[config.mk]
export PLATFORM = sky130hd
export DESIGN_NAME = annexb_start_code_nal_splitter_core_flat
export DESIGN_NICKNAME = d
export VERILOG_FILES = /design/src/hw/rtl/asns_pkg.sv /design/src/hw/rtl/asns_byte_if.sv /design/src/hw/rtl/asns_unit_if.sv /design/src/hw/rtl/annexb_start_code_nal_splitter_core.sv /design/src/hw/rtl/asns_front.sv /design/src/hw/rtl/asns_fifo.sv /design/src/hw/rtl/asns_back.sv /design/src/flat_wrapper.sv
export SDC_FILE = /design/constraint.sdc
export NUM_CORES = 1
export LEC_CHECK = 0
export BUFFER_PORTS_ARGS = -buffer_cell sky130_fd_sc_hd__buf_2
export CAP_MARGIN = 20
export CORE_ASPECT_RATIO = 0.8
export CORE_MARGIN = 5
export CORE_UTILIZATION = 50
export DETAILED_ROUTE_END_ITERATION = 16
export HOLD_SLACK_MARGIN = 0.15
export MAX_ROUTING_LAYER = met4
export PLACE_DENSITY_LB_ADDON = 0.08
export SLEW_MARGIN = 20
export SYNTH_ARGS = -nofsm -noshare
export SYNTH_HDL_FRONTEND = slang
export SYNTH_SLANG_ARGS = --single-unit
[constraint.sdc]
create_clock -name clk -period 14 [get_ports clk]
set_clock_uncertainty 0.1 [all_clocks]
set_input_delay 2.8 -clock clk [delete_from_list [all_inputs] [get_ports clk]]
set_output_delay 2.8 -clock clk [all_outputs]
set_load 0.005 [all_outputs]
[src/hw/rtl/asns_pkg.sv]
`timescale 1ns / 1ps
`default_nettype none
package asns_pkg;

	localparam int BYTE_W = 8;
	localparam int OFF_W = 24;
	localparam int LEN_W = 3;
	localparam int TYPE_W = 5;
	localparam int SIZE_W = 25;
	localparam int QUEUE_DEPTH = 4;

	// start code lengths, none found is zero
	localparam logic [LEN_W-1:0] SC_NONE = 3'd0;
	localparam logic [LEN_W-1:0] SC_SHORT = 3'd3;
	localparam logic [LEN_W-1:0] SC_LONG = 3'd4;

	// per-byte command from the scanner to the unit tracker
	typedef struct packed {
		logic found;
		logic [LEN_W-1:0] len;
		logic hdr_valid;
		logic [TYPE_W-1:0] hdr_type;
		logic last;
	} cmd_ctl_t;

	typedef struct packed {
		logic [OFF_W-1:0] unit_offset;
		logic [LEN_W-1:0] code_length;
		logic [TYPE_W-1:0] unit_type;
		logic [SIZE_W-1:0] unit_size;
		logic packet_done;
		logic no_units;
	} res_t;

endpackage
`default_nettype wire

[src/hw/rtl/asns_byte_if.sv]
`timescale 1ns / 1ps
`default_nettype none
interface asns_byte_if;
	import asns_pkg::*;

	logic valid;
	logic ready;
	logic [BYTE_W-1:0] byte_value;
	logic last_byte;

	modport source(output valid, output byte_value, output last_byte, input ready);
	modport sink(input valid, input byte_value, input last_byte, output ready);
	modport monitor(input valid, input byte_value, input last_byte, input ready);
endinterface
`default_nettype wire

[src/hw/rtl/asns_unit_if.sv]
`timescale 1ns / 1ps
`default_nettype none
interface asns_unit_if;
	import asns_pkg::*;

	logic valid;
	logic ready;
	logic [OFF_W-1:0] unit_offset;
	logic [LEN_W-1:0] code_length;
	logic [TYPE_W-1:0] unit_type;
	logic [SIZE_W-1:0] unit_size;
	logic packet_done;
	logic no_units;

	modport source(output valid, output unit_offset, output code_length, output unit_type,
		output unit_size, output packet_done, output no_units, input ready);
	modport sink(input valid, input unit_offset, input code_length, input unit_type,
		input unit_size, input packet_done, input no_units, output ready);
	modport monitor(input valid, input unit_offset, input code_length, input unit_type,
		input unit_size, input packet_done, input no_units, input ready);
endinterface
`default_nettype wire

[src/hw/rtl/annexb_start_code_nal_splitter_core.sv]
// a result passes through the queue and the output register before it shows on units
// a second result from the same byte waits in the hold stage and follows the first
// throughput: one byte per cycle while the queue is not full, set by the scanner and queue write
// the output side takes one result per cycle from its register while units is ready
// reset: arst_n clears scanner, position, queue and unit tracker at once, no sweep
`timescale 1ns / 1ps
`default_nettype none
module annexb_start_code_nal_splitter_core #(
	parameter longint unsigned MAX_PACKET_BYTES = 64'd16777216
) (
	input logic clk,
	input logic arst_n,
	asns_byte_if.sink bytes,
	asns_unit_if.source units
);
	import asns_pkg::*;

	// packet position width, saturates at the last index
	localparam int POS_W = $clog2(MAX_PACKET_BYTES);
	// queue word: control struct, start offset and byte count so far
	localparam int CMD_W = $bits(cmd_ctl_t) + POS_W + POS_W + 1;

	// front side: scanner output toward the queue
	logic cmd_push;
	cmd_ctl_t wr_ctl;
	logic [POS_W-1:0] wr_off;
	logic [POS_W:0] wr_total;
	logic cmd_full;

	// back side: queue head toward the unit tracker
	logic [CMD_W-1:0] rd_data;
	cmd_ctl_t rd_ctl;
	logic [POS_W-1:0] rd_off;
	logic [POS_W:0] rd_total;
	logic cmd_valid;
	logic cmd_pop;

	// scanner: finds start codes, tracks position and the header byte,
	// pushes one command per byte that matters (start code, header, packet end)
	asns_front #(
		.POS_W(POS_W),
		.MAX_BYTES(MAX_PACKET_BYTES)
	) u_front (
		.clk(clk),
		.arst_n(arst_n),
		.bytes(bytes),
		.cmd_full(cmd_full),
		.cmd_push(cmd_push),
		.cmd_ctl(wr_ctl),
		.cmd_off(wr_off),
		.cmd_total(wr_total)
	);

	// short queue lets the scanner keep taking bytes while results stall
	asns_fifo #(
		.WIDTH(CMD_W),
		.DEPTH(QUEUE_DEPTH)
	) u_fifo (
		.clk(clk),
		.arst_n(arst_n),
		.wr_en(cmd_push),
		.wr_data({wr_ctl, wr_off, wr_total}),
		.rd_en(cmd_pop),
		.rd_data(rd_data),
		.full(cmd_full),
		.not_empty(cmd_valid)
	);

	assign {rd_ctl, rd_off, rd_total} = rd_data;

	// unit tracker: holds the open unit, sizes it and emits up to two
	// results per command through an output register and a hold stage
	asns_back #(
		.POS_W(POS_W)
	) u_back (
		.clk(clk),
		.arst_n(arst_n),
		.cmd_valid(cmd_valid),
		.cmd_pop(cmd_pop),
		.cmd_ctl(rd_ctl),
		.cmd_off(rd_off),
		.cmd_total(rd_total),
		.units(units)
	);
endmodule
`default_nettype wire

[src/hw/rtl/asns_front.sv]
`timescale 1ns / 1ps
`default_nettype none
module asns_front #(
	parameter int POS_W = 24,
	parameter longint unsigned MAX_BYTES = 64'd16777216
) (
	input logic clk,
	input logic arst_n,
	asns_byte_if.sink bytes,
	input logic cmd_full,
	output logic cmd_push,
	output asns_pkg::cmd_ctl_t cmd_ctl,
	output logic [POS_W-1:0] cmd_off,
	output logic [POS_W:0] cmd_total
);
	import asns_pkg::*;

	typedef enum logic [1:0] {ZEROS_NONE, ZEROS_ONE, ZEROS_TWO, ZEROS_THREE} phase_t;

	localparam logic [POS_W-1:0] POS_LAST = POS_W'(MAX_BYTES - 64'd1);

	phase_t phase_q, phase_d;
	logic [POS_W-1:0] pos_q;
	logic awaiting_q;
	logic accept;
	logic is_zero, is_one;
	logic [LEN_W-1:0] found_len;
	logic found;
	logic [POS_W-1:0] back_dist;

	assign bytes.ready = !cmd_full;
	assign accept = bytes.valid && bytes.ready;
	assign is_zero = (bytes.byte_value == BYTE_W'(0));
	assign is_one = (bytes.byte_value == BYTE_W'(1));

	always_comb begin
		phase_d = ZEROS_NONE;
		found_len = SC_NONE;
		case (phase_q)
			ZEROS_NONE: begin
				if (is_zero) phase_d = ZEROS_ONE;
			end
			ZEROS_ONE: begin
				if (is_zero) phase_d = ZEROS_TWO;
			end
			ZEROS_TWO: begin
				if (is_zero) phase_d = ZEROS_THREE;
				else if (is_one) found_len = SC_SHORT;
			end
			ZEROS_THREE: begin
				// anything but 01 drops back, a further zero too
				if (is_one) found_len = SC_LONG;
			end
			default: phase_d = ZEROS_NONE;
		endcase
	end

	assign found = (found_len != SC_NONE);
	assign back_dist = (found_len == SC_LONG) ? POS_W'(SC_LONG - 3'd1)
		: POS_W'(SC_SHORT - 3'd1);
	assign cmd_off = (pos_q >= back_dist) ? pos_q - back_dist : '0;
	assign cmd_total = {1'b0, pos_q} + (POS_W+1)'(1);

	assign cmd_ctl.found = found;
	assign cmd_ctl.len = found_len;
	assign cmd_ctl.hdr_valid = awaiting_q;
	assign cmd_ctl.hdr_type = bytes.byte_value[TYPE_W-1:0];
	assign cmd_ctl.last = bytes.last_byte;
	assign cmd_push = accept && (found || awaiting_q || bytes.last_byte);

	always_ff @(posedge clk or negedge arst_n) begin
		if (!arst_n) begin
			phase_q <= ZEROS_NONE;
			pos_q <= '0;
			awaiting_q <= 1'b0;
		end else if (accept) begin
			if (bytes.last_byte) begin
				phase_q <= ZEROS_NONE;
				pos_q <= '0;
				awaiting_q <= 1'b0;
			end else begin
				phase_q <= phase_d;
				pos_q <= (pos_q == POS_LAST) ? pos_q : pos_q + POS_W'(1);
				awaiting_q <= found;
			end
		end
	end
endmodule
`default_nettype wire

[src/hw/rtl/asns_fifo.sv]
`timescale 1ns / 1ps
`default_nettype none
module asns_fifo #(
	parameter int WIDTH = 8,
	parameter int DEPTH = 4
) (
	input logic clk,
	input logic arst_n,
	input logic wr_en,
	input logic [WIDTH-1:0] wr_data,
	input logic rd_en,
	output logic [WIDTH-1:0] rd_data,
	output logic full,
	output logic not_empty
);
	localparam int AW = (DEPTH > 1) ? $clog2(DEPTH) : 1;
	localparam int CW = $clog2(DEPTH + 1);

	logic [WIDTH-1:0] mem_q [DEPTH];
	logic [AW-1:0] wr_ptr_q, rd_ptr_q;
	logic [CW-1:0] count_q;
	logic do_wr, do_rd;

	assign full = (count_q == CW'(DEPTH));
	assign not_empty = (count_q != '0);
	assign do_wr = wr_en && !full;
	assign do_rd = rd_en && not_empty;
	assign rd_data = mem_q[rd_ptr_q];

	always_ff @(posedge clk) begin
		if (do_wr) mem_q[wr_ptr_q] <= wr_data;
	end

	always_ff @(posedge clk or negedge arst_n) begin
		if (!arst_n) begin
			wr_ptr_q <= '0;
			rd_ptr_q <= '0;
			count_q <= '0;
		end else begin
			if (do_wr) wr_ptr_q <= (wr_ptr_q == AW'(DEPTH - 1)) ? '0 : wr_ptr_q + AW'(1);
			if (do_rd) rd_ptr_q <= (rd_ptr_q == AW'(DEPTH - 1)) ? '0 : rd_ptr_q + AW'(1);
			if (do_wr && !do_rd) count_q <= count_q + CW'(1);
			else if (do_rd && !do_wr) count_q <= count_q - CW'(1);
		end
	end
endmodule
`default_nettype wire

[src/hw/rtl/asns_back.sv]
`timescale 1ns / 1ps
`default_nettype none
module asns_back #(
	parameter int POS_W = 24
) (
	input logic clk,
	input logic arst_n,
	input logic cmd_valid,
	output logic cmd_pop,
	input asns_pkg::cmd_ctl_t cmd_ctl,
	input logic [POS_W-1:0] cmd_off,
	input logic [POS_W:0] cmd_total,
	asns_unit_if.source units
);
	import asns_pkg::*;

	logic pend_valid_q;
	logic [POS_W-1:0] pend_off_q;
	logic [LEN_W-1:0] pend_len_q;
	logic [TYPE_W-1:0] pend_type_q;
	logic out_valid_q, hold_valid_q;
	res_t out_q, hold_q;

	logic load_ok;
	logic emit_a, emit_b;
	logic [TYPE_W-1:0] type_h;
	logic [POS_W:0] end_old, end_new, off_ext, size_a, size_b;
	logic new_valid;
	logic [POS_W-1:0] new_off;
	logic [LEN_W-1:0] new_len;
	logic [TYPE_W-1:0] new_type;
	res_t res_a, res_b;

	assign load_ok = !out_valid_q || units.ready;
	assign cmd_pop = cmd_valid && load_ok && !hold_valid_q;

	// header byte lands on the unit found before it
	assign type_h = cmd_ctl.hdr_valid ? cmd_ctl.hdr_type : pend_type_q;

	assign off_ext = {1'b0, cmd_off};
	assign end_old = {1'b0, pend_off_q} + (POS_W+1)'(pend_len_q);
	assign size_a = (off_ext > end_old) ? off_ext - end_old : '0;
	assign emit_a = cmd_ctl.found && pend_valid_q;

	always_comb begin
		res_a.unit_offset = OFF_W'(pend_off_q);
		res_a.code_length = pend_len_q;
		res_a.unit_type = (size_a == '0) ? '0 : type_h;
		res_a.unit_size = SIZE_W'(size_a);
		res_a.packet_done = 1'b0;
		res_a.no_units = 1'b0;
	end

	assign new_valid = pend_valid_q || cmd_ctl.found;
	assign new_off = cmd_ctl.found ? cmd_off : pend_off_q;
	assign new_len = cmd_ctl.found ? cmd_ctl.len : pend_len_q;
	assign new_type = cmd_ctl.found ? '0 : type_h;
	assign end_new = {1'b0, new_off} + (POS_W+1)'(new_len);
	assign size_b = (cmd_total > end_new) ? cmd_total - end_new : '0;
	assign emit_b = cmd_ctl.last;

	always_comb begin
		if (new_valid) begin
			res_b.unit_offset = OFF_W'(new_off);
			res_b.code_length = new_len;
			res_b.unit_type = new_type;
			res_b.unit_size = SIZE_W'(size_b);
			res_b.no_units = 1'b0;
		end else begin
			res_b.unit_offset = '0;
			res_b.code_length = SC_NONE;
			res_b.unit_type = '0;
			res_b.unit_size = '0;
			res_b.no_units = 1'b1;
		end
		res_b.packet_done = 1'b1;
	end

	always_ff @(posedge clk or negedge arst_n) begin
		if (!arst_n) begin
			pend_valid_q <= 1'b0;
			out_valid_q <= 1'b0;
			hold_valid_q <= 1'b0;
		end else begin
			if (cmd_pop) pend_valid_q <= new_valid && !cmd_ctl.last;
			if (hold_valid_q && load_ok) begin
				out_valid_q <= 1'b1;
				hold_valid_q <= 1'b0;
			end else if (cmd_pop) begin
				out_valid_q <= emit_a || emit_b;
				hold_valid_q <= emit_a && emit_b;
			end else if (load_ok) begin
				out_valid_q <= 1'b0;
			end
		end
	end

	always_ff @(posedge clk) begin
		if (cmd_pop) begin
			pend_off_q <= new_off;
			pend_len_q <= new_len;
			pend_type_q <= new_type;
		end
		if (hold_valid_q && load_ok) begin
			out_q <= hold_q;
		end else if (cmd_pop) begin
			out_q <= emit_a ? res_a : res_b;
			hold_q <= res_b;
		end
	end

	assign units.valid = out_valid_q;
	assign units.unit_offset = out_q.unit_offset;
	assign units.code_length = out_q.code_length;
	assign units.unit_type = out_q.unit_type;
	assign units.unit_size = out_q.unit_size;
	assign units.packet_done = out_q.packet_done;
	assign units.no_units = out_q.no_units;
endmodule
`default_nettype wire

[src/flat_wrapper.sv]
// flat-port wrapper written by rule: the top's interface ports become plain ports
module annexb_start_code_nal_splitter_core_flat import asns_pkg::*;
#(
	parameter longint unsigned MAX_PACKET_BYTES = 64'd16777216
)
  (clk, arst_n, bytes_valid, bytes_byte_value, bytes_last_byte, bytes_ready, units_valid, units_unit_offset, units_code_length, units_unit_type, units_unit_size, units_packet_done, units_no_units, units_ready);
  asns_byte_if bytes_i ();
  asns_unit_if units_i ();
  input logic clk;
  input logic arst_n;
  input wire logic [$bits(bytes_i.valid)-1:0] bytes_valid;
  input wire logic [$bits(bytes_i.byte_value)-1:0] bytes_byte_value;
  input wire logic [$bits(bytes_i.last_byte)-1:0] bytes_last_byte;
  output wire logic [$bits(bytes_i.ready)-1:0] bytes_ready;
  output wire logic [$bits(units_i.valid)-1:0] units_valid;
  output wire logic [$bits(units_i.unit_offset)-1:0] units_unit_offset;
  output wire logic [$bits(units_i.code_length)-1:0] units_code_length;
  output wire logic [$bits(units_i.unit_type)-1:0] units_unit_type;
  output wire logic [$bits(units_i.unit_size)-1:0] units_unit_size;
  output wire logic [$bits(units_i.packet_done)-1:0] units_packet_done;
  output wire logic [$bits(units_i.no_units)-1:0] units_no_units;
  input wire logic [$bits(units_i.ready)-1:0] units_ready;
  assign bytes_i.valid = bytes_valid;
  assign bytes_i.byte_value = bytes_byte_value;
  assign bytes_i.last_byte = bytes_last_byte;
  assign bytes_ready = bytes_i.ready;
  assign units_valid = units_i.valid;
  assign units_unit_offset = units_i.unit_offset;
  assign units_code_length = units_i.code_length;
  assign units_unit_type = units_i.unit_type;
  assign units_unit_size = units_i.unit_size;
  assign units_packet_done = units_i.packet_done;
  assign units_no_units = units_i.no_units;
  assign units_i.ready = units_ready;
  annexb_start_code_nal_splitter_core #(.MAX_PACKET_BYTES(MAX_PACKET_BYTES)) u_core (.clk(clk), .arst_n(arst_n), .bytes(bytes_i), .units(units_i));
endmodule
==> impl_summary.txt, run 1 <==
----------------------------------------------------
[Clocking]
  Clk_lat worst skew ... 570 ps
  Number of buffers added to fix hold violations after cts ... 0
  Buffer cell driving the clock tree root ... clkbuf_16
  CTS tree ... built
  Buffer count from post-CTS setup fixing ... 0
  # resized after CTS ... 0
  Max clock buf depth ... 3
  Count of clock tree sinks ... roughly 420
  Clock-pin transition on the worst setup and hold timing paths ... 60 ps
  H-tree levels ... 2
  Total clock buffers created by CTS ... between 40 and 50

[Yosys]
  Post-synthesis instance total ... around 1700
  Synthesized area divided by synthesized cell count ... around 13 um^2
  Commonest cells in the netlist ... edfxtp_1, nor2_1, nand2_1
  Number of enable-type register cells in the synthesized netlist ... about 390
  Top cells by area in the synthesized netlist ... edfxtp_1, mux4_2, dfrtp_1
  Fraction of the yosys area taken by sequential cells ... a little under 60%
  Share of flip-flops with an asynchronous set or reset after synthesis ... 8.77%
  Synthesized flop and latch total ... 422
  Number of different library cells in the post-synthesis netlist ... 81
  Mapped Nets ... 1779
  Top-area cell type share of the netlist area ... ~54%
  Synth Flop Type ... edfxtp_1
  Mapped Area ... roughly 0.021 mm^2
  Cell accounting for the most synthesized area ... edfxtp_1
  Most common cell in the netlist ... edfxtp_1
  Number of warnings reported in the yosys synthesis log ... 0

[STA]
  Accumulated negative setup slack ... 0 ps
  Min Clock Period, post-route ... around 7400 ps
  Crit share post-route ... 53.0%
  F_max ... around 0.13 GHz
  Slew Limit Fails ... 0
  Setup-violating endpoint count in the final report ... 0
  Relative slew slack ... between 30% and 40%
  RSZ-0062 raised after global routing ... no
  Final count of hold timing violations ... 0
  Slew at the pin closest to its max-slew limit ... 1020 ps

[Finish]
  Share of cells above drive strength 1 ... 14.2%
  Filler cell count ... ~3500
  Seq. cell area ... 0.0125 mm^2
  Multi-input gate area in the final layout ... 0.00821 mm^2
  Fin nets ... ~1800
  Layout Area Growth over Synthesis ... 10.7%

[Critical path]
  Slack of the worst reg-to-reg path ... about 6600 ps
  Critical Path AT ... around 7600 ps
  Required time of the critical path ... ~14000 ps
  Critical path peak fanout ... 54
  Critical Path Sink Type ... flop
  Startpoint-to-endpoint class of the critical path ... flop to flop
  Kind of launch point of the worst setup path ... flop

[Hold path]
  Type of the most critical hold path ... flop to flop

[Global routing]
  First-pass GRT wire length ... 81400 um
  Antenna violations before repair ... 2
  Pin count of the biggest net entering global routing ... 78
  Final global-route overflow total ... 0
  Tot GR Track Use ... between 20% and 30%
  Via count of the first global-routing pass ... approximately 13000

[Route]
  DRC violation count after routing ... 0
  Routed wire length per instance ... between 20 and 25 um
  Iter 0 DRT Violations ... between 1000 and 1500
  Vias after detailed routing ... between 10000 and 15000
  Drt first pass iters ... 5
  Post-DR vias/cell ... 5.86
  Total length of routed wires ... between 50000 and 60000 um
  DRT antenna net count ... 0

[Floorplanning]
  Die X-Extent ... about 240 um
  FP Rows ... 67
  Vertical extent of the die ... around 190 um
  Number of primary I/O pins ... between 70 and 80
  Initial cell density of the core ... 50.7%
  Die Footprint ... between 0.04 and 0.05 mm^2
  Placeable core region ... approximately 0.042 mm^2

[Flow run]
  Maximum Capacitance Violations ... 0

[Placed design]
  Half-perimeter wire length after detailed placement ... 37200 um
  IO buf count ... between 70 and 80
  Routability congestion estimate ... 0.927

[Run status]
  Run status ... finished clean

----------------------------------------------------
[cell type report]
class | count | area share, %
Tap cell | 552 | 2.93
Antenna cell | 1 | 0.0106
Sequential cell | 422 | 53.0
Inverter | 57 | 0.908
Clock buffer | 55 | 4.98
Clock inverter | 24 | 1.25
Multi-Input combinational cell | 1131 | 34.8
Timing Repair Buffer | 88 | 2.03
[flip-flops by register name, indices dropped and copies added (netlist names)]
register / cells
u_core.u_back.hold_valid_q: 1
u_core.u_back.units.unit_offset: 24
u_core.u_front.pos_q: 24
u_core.u_back.units.packet_done: 1
u_core.u_back.pend_valid_q: 1
u_core.u_back.units.unit_type: 5
u_core.u_back.units.no_units: 1
u_core.u_back.hold_q: 58
u_core.u_back.pend_off_q: 24
u_core.u_back.pend_type_q: 5
u_core.u_fifo.wr_ptr_q: 2
u_core.u_front.phase_q: 2
u_core.u_back.units.unit_size: 25
u_core.u_fifo.rd_ptr_q: 2
u_core.u_back.pend_len_q: 3
u_core.u_fifo.mem_q: 236
u_core.u_back.units.code_length: 3
u_core.u_back.units.valid: 1
u_core.u_front.awaiting_q: 1
u_core.u_fifo.count_q: 3
[kinds of logic (layout without fill, tap and decap cells)]
kind of cell	after synthesis	after routing	share of synthesized area [%]
and+or+nand+nor	523	523	11.4
DFF	422	422	58.7
AOI/OAI and AO/OA	349	349	11.0
buffers and inverters	144	224	2.91
xor gates and xnor gates	116	116	4.78
muxes	74	74	6.99
adders and majority gates	69	69	4.23
other	0	1	0
[worst paths after layout]
check                                                    end                 startpoint  depth (start not counted)
max                        u_core.u_back.units.unit_size[12]  u_core.u_fifo.rd_ptr_q[1]                         23
min                                u_core.u_front.phase_q[1]  u_core.u_front.phase_q[1]                          1
max reg2reg                u_core.u_back.units.unit_size[12]  u_core.u_fifo.rd_ptr_q[1]                         23
min reg2reg                        u_core.u_front.phase_q[1]  u_core.u_front.phase_q[1]                          1
max in group asynchronous          u_core.u_fifo.rd_ptr_q[0]                     arst_n                          1
min in group asynchronous          u_core.u_back.units.valid                     arst_n                          1
[cells in the final DEF (no fill, tap or decap), types with 9 or more instances in the layout]
master,Yosys,layout
edfxtp_1,385,385
nor2_1,181,180
nand2_1,156,155
a21oi_1,84,84
o21ai_0,76,76
buf_2,16,73
xnor2_1,71,71
ha_1,64,64
mux4_2,59,59
inv_1,57,57
xor2_1,45,45
clkbuf_16,0,44
nand3_1,34,34
dfrtp_1,37,34
nor3_1,30,29
o21a_1,28,28
a21o_1,23,23
a21boi_0,22,22
a22o_1,19,19
nor2b_1,16,16
nand4_1,15,15
buf_4,8,15
nand2b_1,14,14
and3_1,13,13
and2_1,17,12
mux2i_1,9,9
o31ai_1,9,9
o211ai_1,9,9
a211oi_1,9,9
o221ai_1,9,9
[per-layer routing]
metal  up-vias  wire length (um)  GRT usage, %
li1       6437                 -             -
met1      6782             25300          35.5
met2       356             23300          32.9
met3        79              3190          3.81
met4         0              1240          5.36
met5         -                 0             -
[stage by stage]
stage | setup WS (ps) | cells | utilization (%) | area, um^2 | hold WS, ps
6_report | 6590 | 2330 | 56.1 | 23600 | 396
5_1_grt | 5840 | 2330 | 56.1 | 23600 | 437
4_1_cts | 6530 | 2329 | 56.1 | 23500 | 399
3_5_place_dp | 6580 | 2250 | 52.6 | 22100 | 388
3_3_place_gp | 6740 | 2250 | 52.6 | 22100 | 373
2_1_floorplan | 6130 | 1697 | - | 21300 | 350
[worst max-delay path: stages, from the launching register on]
cell and delay, ps:
dfrtp_2 510, buf_4 660, mux4_2 790, nand2_1 270, a21boi_0 430, inv_1 120, ha_1 290, a21o_1 100
a21oi_1 130, nor3_1 530, nand2_1 260, nor3_1 270, xnor2_1 150, ha_1 330, and2_1 240, nand4_1 110
nand2b_1 140, o21ai_0 100, a211o_1 270, o211ai_1 100, buf_4 370, or2_2 410, o22ai_1 150, mux2_2 270
Power of run 1 is not shown: default switching activity piles up to over one toggle a cycle in this logic, so the estimate is an artifact.
==> run 2, diff against run 1 <==
==> constraint.sdc (replaced) <==
create_clock -name clk -period 6.1 [get_ports clk]
set_clock_uncertainty 0.1 [all_clocks]
set_input_delay 1.22 -clock clk [delete_from_list [all_inputs] [get_ports clk]]
set_output_delay 1.22 -clock clk [all_outputs]
set_load 0.005 [all_outputs]
==> run 2 against run 1 <==
  * Global-route usage rose by 0.86 points
  * Wire length grew 3.7%
  * Setup slack got worse by 6200 ps
  * Core utilization grew 0.41 points
  * Flip-flop and latch count did not move
  * Fmax grew 30%
  * Via count increased by 2.5%
  * Hold slack got worse by 5.3 ps
  * First-iteration DRC count rose by 3.0%
  * Register-to-register slack got worse by 6200 ps
  * Final cell count rose by 1.3%
  * Count of clock-buffer cells in the layout up 4
==> impl_summary.txt, run 2 (synthesis results as in run 1) <==
----------------------------------------------------
[Run status]
  Run status ... finished clean

[Global routing]
  Final global-route overflow total ... 0 (unchanged)
  Via count of the first global-routing pass ... 13500 (+1.8%)
  First-pass GRT wire length ... 83600 um (+2.6%)
  Tot GR Track Use ... 24.1% (+0.86 points)
  Pin count of the biggest net entering global routing ... 60 (-23%)
  Antenna violations before repair ... 0 (-2)

[Critical path]
  Critical path origin ... u_core.u_fifo.rd_ptr_q[0]
  Reg-to-reg endpoint ... u_core.u_back.units.unit_size[4]
  Critical Path Sink Type ... flop
  Slack of the worst reg-to-reg path ... 400 ps (-6190 ps)
  Cells along the critical path ... buf_12 -> mux4_2 -> nand2_1 -> nand2_1 -> ha_1 -> inv_1 -> fa_1 -> inv_1 -> a21oi_1 -> nor2_1 -> nand3_1 -> xnor2_1 -> ha_1 -> nand4_1 -> nor2_1 -> o31a_1 -> or2_2 -> a211o_1 -> o211ai_1 -> buf_4 -> nor2_1 -> a221oi_1 -> nor2_1
  Startpoint of the worst-slack reg-to-reg timing path ... u_core.u_fifo.rd_ptr_q[0]
  Cell type of the slowest stage on the worst timing path ... mux4_2
  Length in cells of the worst reg-to-reg path ... 23 (unchanged)
  Critical path peak fanout ... 32 (-41%)
  Critical Path AT ... 5910 ps (-1720 ps)
  Required time of the critical path ... 6310 ps (-7910 ps)
  Kind of launch point of the worst setup path ... flop
  Cell seen most often among critical-path stages ... nor2_1
  Startpoint-to-endpoint class of the critical path ... flop to flop
  Largest stage delay, worst path ... 580 ps (-210 ps)

[Finish]
  Final Instance Count excl. Fillers ... 2360 (+1.3%)
  Layout Area Growth over Synthesis ... 11.5%
  Fin nets ... 1857 (+1.7%)
  Share of cells above drive strength 1 ... 15.4% (+1.2 points)
  Core Util, Final ... 56.5% (+0.41 points)
  Count of antenna diodes in the layout ... 0 (-1)
  Flip-flop count of the largest register after layout ... 236 (unchanged)
  Commonest cells after routing, fill and taps aside ... edfxtp_1, nor2_1, nand2_1
  Filler cell count ... 3468 (-0.66%)
  Largest register by flop count ... u_core.u_fifo.mem_q
  Most frequent standard cell in the layout excluding fill and tap cells ... edfxtp_1

[Route]
  Iter 0 DRT Violations ... 1347 (+3.0%)
  DRC violation count after routing ... 0 (unchanged)
  DRT antenna net count ... 0 (unchanged)
  Drt first pass iters ... 5 (unchanged)
  Routed wire length per instance ... 23.3 um (+2.4%)
  Post-DR vias/cell ... 5.93 (+1.2%)
  Total length of routed wires ... 55000 um (+3.7%)
  Vias after detailed routing ... 14000 (+2.5%)

[Clocking]
  Total clock buffers created by CTS ... 43 (-2.3%)
  # resized after CTS ... 0 (unchanged)
  Buffer cell driving the clock tree root ... clkbuf_16
  Buffer count from post-CTS setup fixing ... 0 (unchanged)
  Number of buffers added to fix hold violations after cts ... 0 (unchanged)
  Count of clock tree sinks ... 422 (unchanged)
  Max clock buf depth ... 3 (unchanged)
  H-tree levels ... 2 (unchanged)
  Clk_lat worst skew ... 580 ps (about the same)
  CTS tree ... built
  Clock-pin transition on the worst setup and hold timing paths ... 60 ps (about the same)

[Hold path]
  Worst Min Path Start ... u_core.u_front.phase_q[1]
  End point of the worst hold path ... u_core.u_front.phase_q[1]
  Type of the most critical hold path ... flop to flop
  Cell depth of the worst hold path ... 1 (unchanged)

[Floorplanning]
  Initial cell density of the core ... 50.7% (unchanged)
  Die X-Extent ... 241 um (unchanged)
  Placeable core region ... 0.0420 mm^2 (unchanged)
  Vertical extent of the die ... 194 um (unchanged)
  FP Rows ... 67 (unchanged)
  Number of primary I/O pins ... 74 (unchanged)
  Die Footprint ... 0.0468 mm^2 (unchanged)

[Placed design]
  IO buf count ... 73 (unchanged)
  Placed Cells ... 2282 (+1.4%)
  Half-perimeter wire length after detailed placement ... 39400 um (+5.9%)
  Routability congestion estimate ... 0.951 (+2.6%)

[STA]
  Setup-violating endpoint count in the final report ... 0 (unchanged)
  Relative slew slack ... 29.7% (-1.9 points)
  Crit share post-route ... 93.4% (+40 points)
  Accumulated negative setup slack ... 0 ps (unchanged)
  Slew Limit Fails ... 0 (unchanged)
  F_max ... 0.175 GHz (+30%)
  RSZ-0062 raised after global routing ... no
  Slew at the pin closest to its max-slew limit ... 1050 ps (+33.5 ps)
  Min Clock Period, post-route ... 5700 ps (-1710 ps)
  Final count of hold timing violations ... 0 (unchanged)
  Worst slack on hold paths ... 390 ps (-5.28 ps)

[Flow run]
  Maximum Capacitance Violations ... 0 (unchanged)

----------------------------------------------------
[run 2: cell type report]
cell class	count	area (um^2)	share of cell area (%)
Inverter	57	214	0.902
Sequential cell	422	12500	52.7
Timing Repair Buffer	120	771	3.25
Clock buffer	59	1190	5.00
Tap cell	552	691	2.91
Multi-Input combinational cell	1131	8240	34.7
Clock inverter	19	133	0.559
[run 2: routing by layer]
metal	global-route usage [%]	vias to the layer above	wire, um
met4	5.27	0	1060
met5	-	-	0
met2	34.4	470	24200
met1	37.0	6945	26200
li1	-	6508	-
met3	3.40	69	3610
[run 2: per-stage QoR]
stage / area, um^2 / setup slack (ps)
floorplan: 21300 / 111
global placement: 22400 / 330
detailed placement: 22400 / 301
CTS: 23700 / 262
global route: 23700 / 22.8
finish: 23700 / 400
[run 2: worst max path at each step]
stage / endpoint / slack, ps / cells past startpoint
2_1_floorplan: u_core.u_back.units.unit_size[21] / 110 / 27
3_3_place_gp: u_core.u_back.units.unit_size[3] / 330 / 21
3_5_place_dp: u_core.u_back.units.unit_size[4] / 300 / 21
4_1_cts: u_core.u_back.units.unit_size[4] / 260 / 21
5_1_grt: u_core.u_back.units.unit_size[4] / 20 / 21
6_report: u_core.u_back.units.unit_size[4] / 400 / 23
[run 2: worst max-delay path, delay by kind of cell, from the launching register on]
kind	cells	cell delay (ps)
compound gates	5	1210
xor+xnor	1	120
fa+ha+maj	3	720
buf+inv	4	770
flops	1	540
mux	1	580
simple gates	9	1370
Power of run 2 is left out for the same reason.
==> run 3, diff against run 2 <==
--- a/config.mk
+++ b/config.mk
@@ -5,12 +5,12 @@
 export SDC_FILE = /design/constraint.sdc
 export NUM_CORES = 1
 export LEC_CHECK = 0
-export BUFFER_PORTS_ARGS = -buffer_cell sky130_fd_sc_hd__buf_2
 export CAP_MARGIN = 20
 export CORE_ASPECT_RATIO = 0.8
 export CORE_MARGIN = 5
 export CORE_UTILIZATION = 50
 export DETAILED_ROUTE_END_ITERATION = 16
+export DONT_BUFFER_PORTS = 1
 export HOLD_SLACK_MARGIN = 0.15
 export MAX_ROUTING_LAYER = met4
 export PLACE_DENSITY_LB_ADDON = 0.08
==> run 3 against run 2 <==
  * Non-clock buffer count down 74
  * Wire length down 3.2%
  * Flip-flop and latch count unchanged
  * Global-route usage down 1.1 points
  * Via count down 2.5%
  * Critical path type unchanged
  * Count of clock-buffer cells in the layout down 6
  * First-iteration DRC count down 6.1%
  * Final cell count down 3.1%
==> impl_summary.txt, run 3 (synthesis results as in run 1) <==
----------------------------------------------------
[Run status]
  Run status ... finished clean

[STA]
  Accumulated negative setup slack ... 0 ps (unchanged)
  Worst slack on hold paths ... 259 ps (-131 ps)
  Slew Limit Fails ... 0 (unchanged)
  Min Clock Period, post-route ... 5810 ps (+106 ps)
  Crit share post-route ... 95.2% (+1.7 points)
  Slew at the pin closest to its max-slew limit ... 934 ps (-117 ps)
  Setup-violating endpoint count in the final report ... 0 (unchanged)
  Final count of hold timing violations ... 0 (unchanged)
  Relative slew slack ... 37.3% (+7.6 points)
  F_max ... 0.172 GHz (-1.8%)

[Route]
  Vias after detailed routing ... 13600 (-2.5%)
  Post-DR vias/cell ... 5.97 (+0.64%)
  DRT antenna net count ... 0 (unchanged)
  Iter 0 DRT Violations ... 1265 (-6.1%)
  Drt first pass iters ... 6 (+1)
  Total length of routed wires ... 53200 um (-3.2%)
  DRC violation count after routing ... 0 (unchanged)
  Routed wire length per instance ... 23.3 um (-0.14%)

[Clocking]
  Buffer count from post-CTS setup fixing ... 0 (unchanged)
  Total clock buffers created by CTS ... 43 (unchanged)
  CTS tree ... built
  H-tree levels ... 2 (unchanged)
  Count of clock tree sinks ... 422 (unchanged)
  Clock-pin transition on the worst setup and hold timing paths ... 60 ps (about the same)
  Max clock buf depth ... 3 (unchanged)
  Buffer cell driving the clock tree root ... clkbuf_16
  Clk_lat worst skew ... 580 ps (about the same)

[Finish]
  Most frequent standard cell in the layout excluding fill and tap cells ... edfxtp_1
  Fin nets ... 1783 (-4.0%)
  Count of antenna diodes in the layout ... 0 (unchanged)
  Layout Area Growth over Synthesis ... 9.97%
  Multi-input gate area in the final layout ... 0.00825 mm^2 (+0.11%)
  Flip-flop count of the largest register after layout ... 236 (unchanged)
  Filler cell count ... 3457 (-0.32%)
  Seq. cell area ... 0.0125 mm^2 (unchanged)
  Largest register by flop count ... u_core.u_fifo.mem_q
  Commonest cells after routing, fill and taps aside ... edfxtp_1, nor2_1, nand2_1
  Final Instance Count excl. Fillers ... 2287 (-3.1%)
  Share of cells above drive strength 1 ... 12.4% (-3.0 points)

[Flow run]
  Maximum Capacitance Violations ... 0 (unchanged)

[Critical path]
  Kind of launch point of the worst setup path ... flop
  Largest stage delay, worst path ... 620 ps (+40 ps)
  Length in cells of the worst reg-to-reg path ... 21 (-8.7%)
  Cell type of the slowest stage on the worst timing path ... mux4_2
  Dominant delay contributor by cell family on the critical path ... compound AO/OA/AOI/OAI gates
  Critical Path AT ... 6090 ps (+180 ps)
  Cells along the critical path ... buf_4 -> mux4_2 -> nand2_1 -> nand2_1 -> ha_1 -> inv_1 -> fa_1 -> inv_1 -> a21oi_2 -> nor2_1 -> xnor2_1 -> ha_1 -> o21a_1 -> o31a_1 -> o21ai_0 -> o31ai_1 -> a41o_1 -> a311o_1 -> xnor2_1 -> o32a_1 -> o21ai_0
  Startpoint of the worst-slack reg-to-reg timing path ... u_core.u_fifo.rd_ptr_q[0]
  CP Depth ... 21 (-8.7%)
  Required time of the critical path ... 6390 ps (+80 ps)
  Critical path peak fanout ... 10 (-69%)
  Critical Path Sink Type ... flop
  Critical path origin ... u_core.u_fifo.rd_ptr_q[0]
  Buf/Inv on CP ... 3 (-1)
  Startpoint-to-endpoint class of the critical path ... flop to flop

[Global routing]
  Final global-route overflow total ... 0 (unchanged)
  Pin count of the biggest net entering global routing ... 60 (unchanged)
  Tot GR Track Use ... 22.9% (-1.1 points)
  First-pass GRT wire length ... 80200 um (-4.1%)
  Via count of the first global-routing pass ... 13000 (-3.7%)
  Antenna violations before repair ... 0 (unchanged)

[Placed design]
  Half-perimeter wire length after detailed placement ... 38300 um (-2.8%)
  Placed Cells ... 2208 (-3.2%)
  Routability congestion estimate ... 0.922 (-3.0%)
  IO buf count ... 0 (-100%)

[Floorplanning]
  Vertical extent of the die ... 194 um (unchanged)
  Die X-Extent ... 241 um (unchanged)
  Die Footprint ... 0.0468 mm^2 (unchanged)
  Number of primary I/O pins ... 74 (unchanged)
  Placeable core region ... 0.0420 mm^2 (unchanged)
  Initial cell density of the core ... 50.7% (unchanged)
  FP Rows ... 67 (unchanged)

[Hold path]
  Type of the most critical hold path ... input port to asynchronous set/reset pin

----------------------------------------------------
[run 3: cell types whose count changed in the layout (fill, tap and decap cells not counted), moves of 2 or more]
cell / previous run / this run
buf_2: 72 / 0
clkinv_2: 5 / 12
clkbuf_1: 11 / 7
buf_12: 4 / 1
bufinv_16: 1 / 4
clkinv_1: 10 / 7
a21boi_0: 20 / 22
a21boi_1: 2 / 0
a21oi_1: 84 / 82
a21oi_2: 0 / 2
clkbuf_8: 5 / 3
nor3_2: 0 / 2
[run 3: through the flow]
step                utilization (%)  worst slack (ps)  instance area [um^2]
global route                   55.7             -8.52                 23400
CTS                            55.6               172                 23400
detailed placement             52.3               176                 22000
global placement               52.3               262                 22000
finish                         55.7               294                 23400
floorplan                         -               111                 21300
[run 3: metal layers]
layer	part of all wire (%)	wire length (um)	global-route usage (%)	up-vias
li1	-	-	-	6356
met1	49	26200	35.9	6807
met2	43	22900	32.0	402
met3	5.3	2850	3.00	81
met4	2.4	1290	5.48	0
met5	0	0	-	-
[run 3: final cells by class]
| class | instances | share of cell area [%] |
|---|---|---|
| clock inverter | 26 | 1.05 |
| sequential | 422 | 53.4 |
| multi-input combinational | 1131 | 35.2 |
| tap | 552 | 2.95 |
| inverter | 57 | 0.914 |
| clock buffer | 53 | 4.89 |
| timing repair buffer | 46 | 1.55 |
[run 3: final timing paths]
path	end	slack, ps
setup / recovery	u_core.u_back.units.unit_size[20]	290
hold / removal	u_core.u_back.pend_valid_q	260
setup reg to reg	u_core.u_back.units.unit_size[20]	290
hold reg to reg	u_core.u_back.units.no_units	410
max in group asynchronous	u_core.u_front.pos_q[9]	5510
min in group clk	u_core.u_back.units.no_units	410
[run 3: worst register-to-register path, delay by kind of cell (launching register included)]
family / cells / cell delay [ps]
and+or+nand+nor: 3 / 390
xor gates and xnor gates: 2 / 300
AOI/OAI and AO/OA: 9 / 2570
adders and majority gates: 3 / 800
muxes: 1 / 630
DFF: 1 / 480
buffers and inverters: 3 / 380
[run 3: repair_timing]
item	4_1_cts	5_1_grt
hold buffers	0	0
resized for setup	0	8
setup endpoints to repair	0	25
Power of run 3 is left out for the same reason.
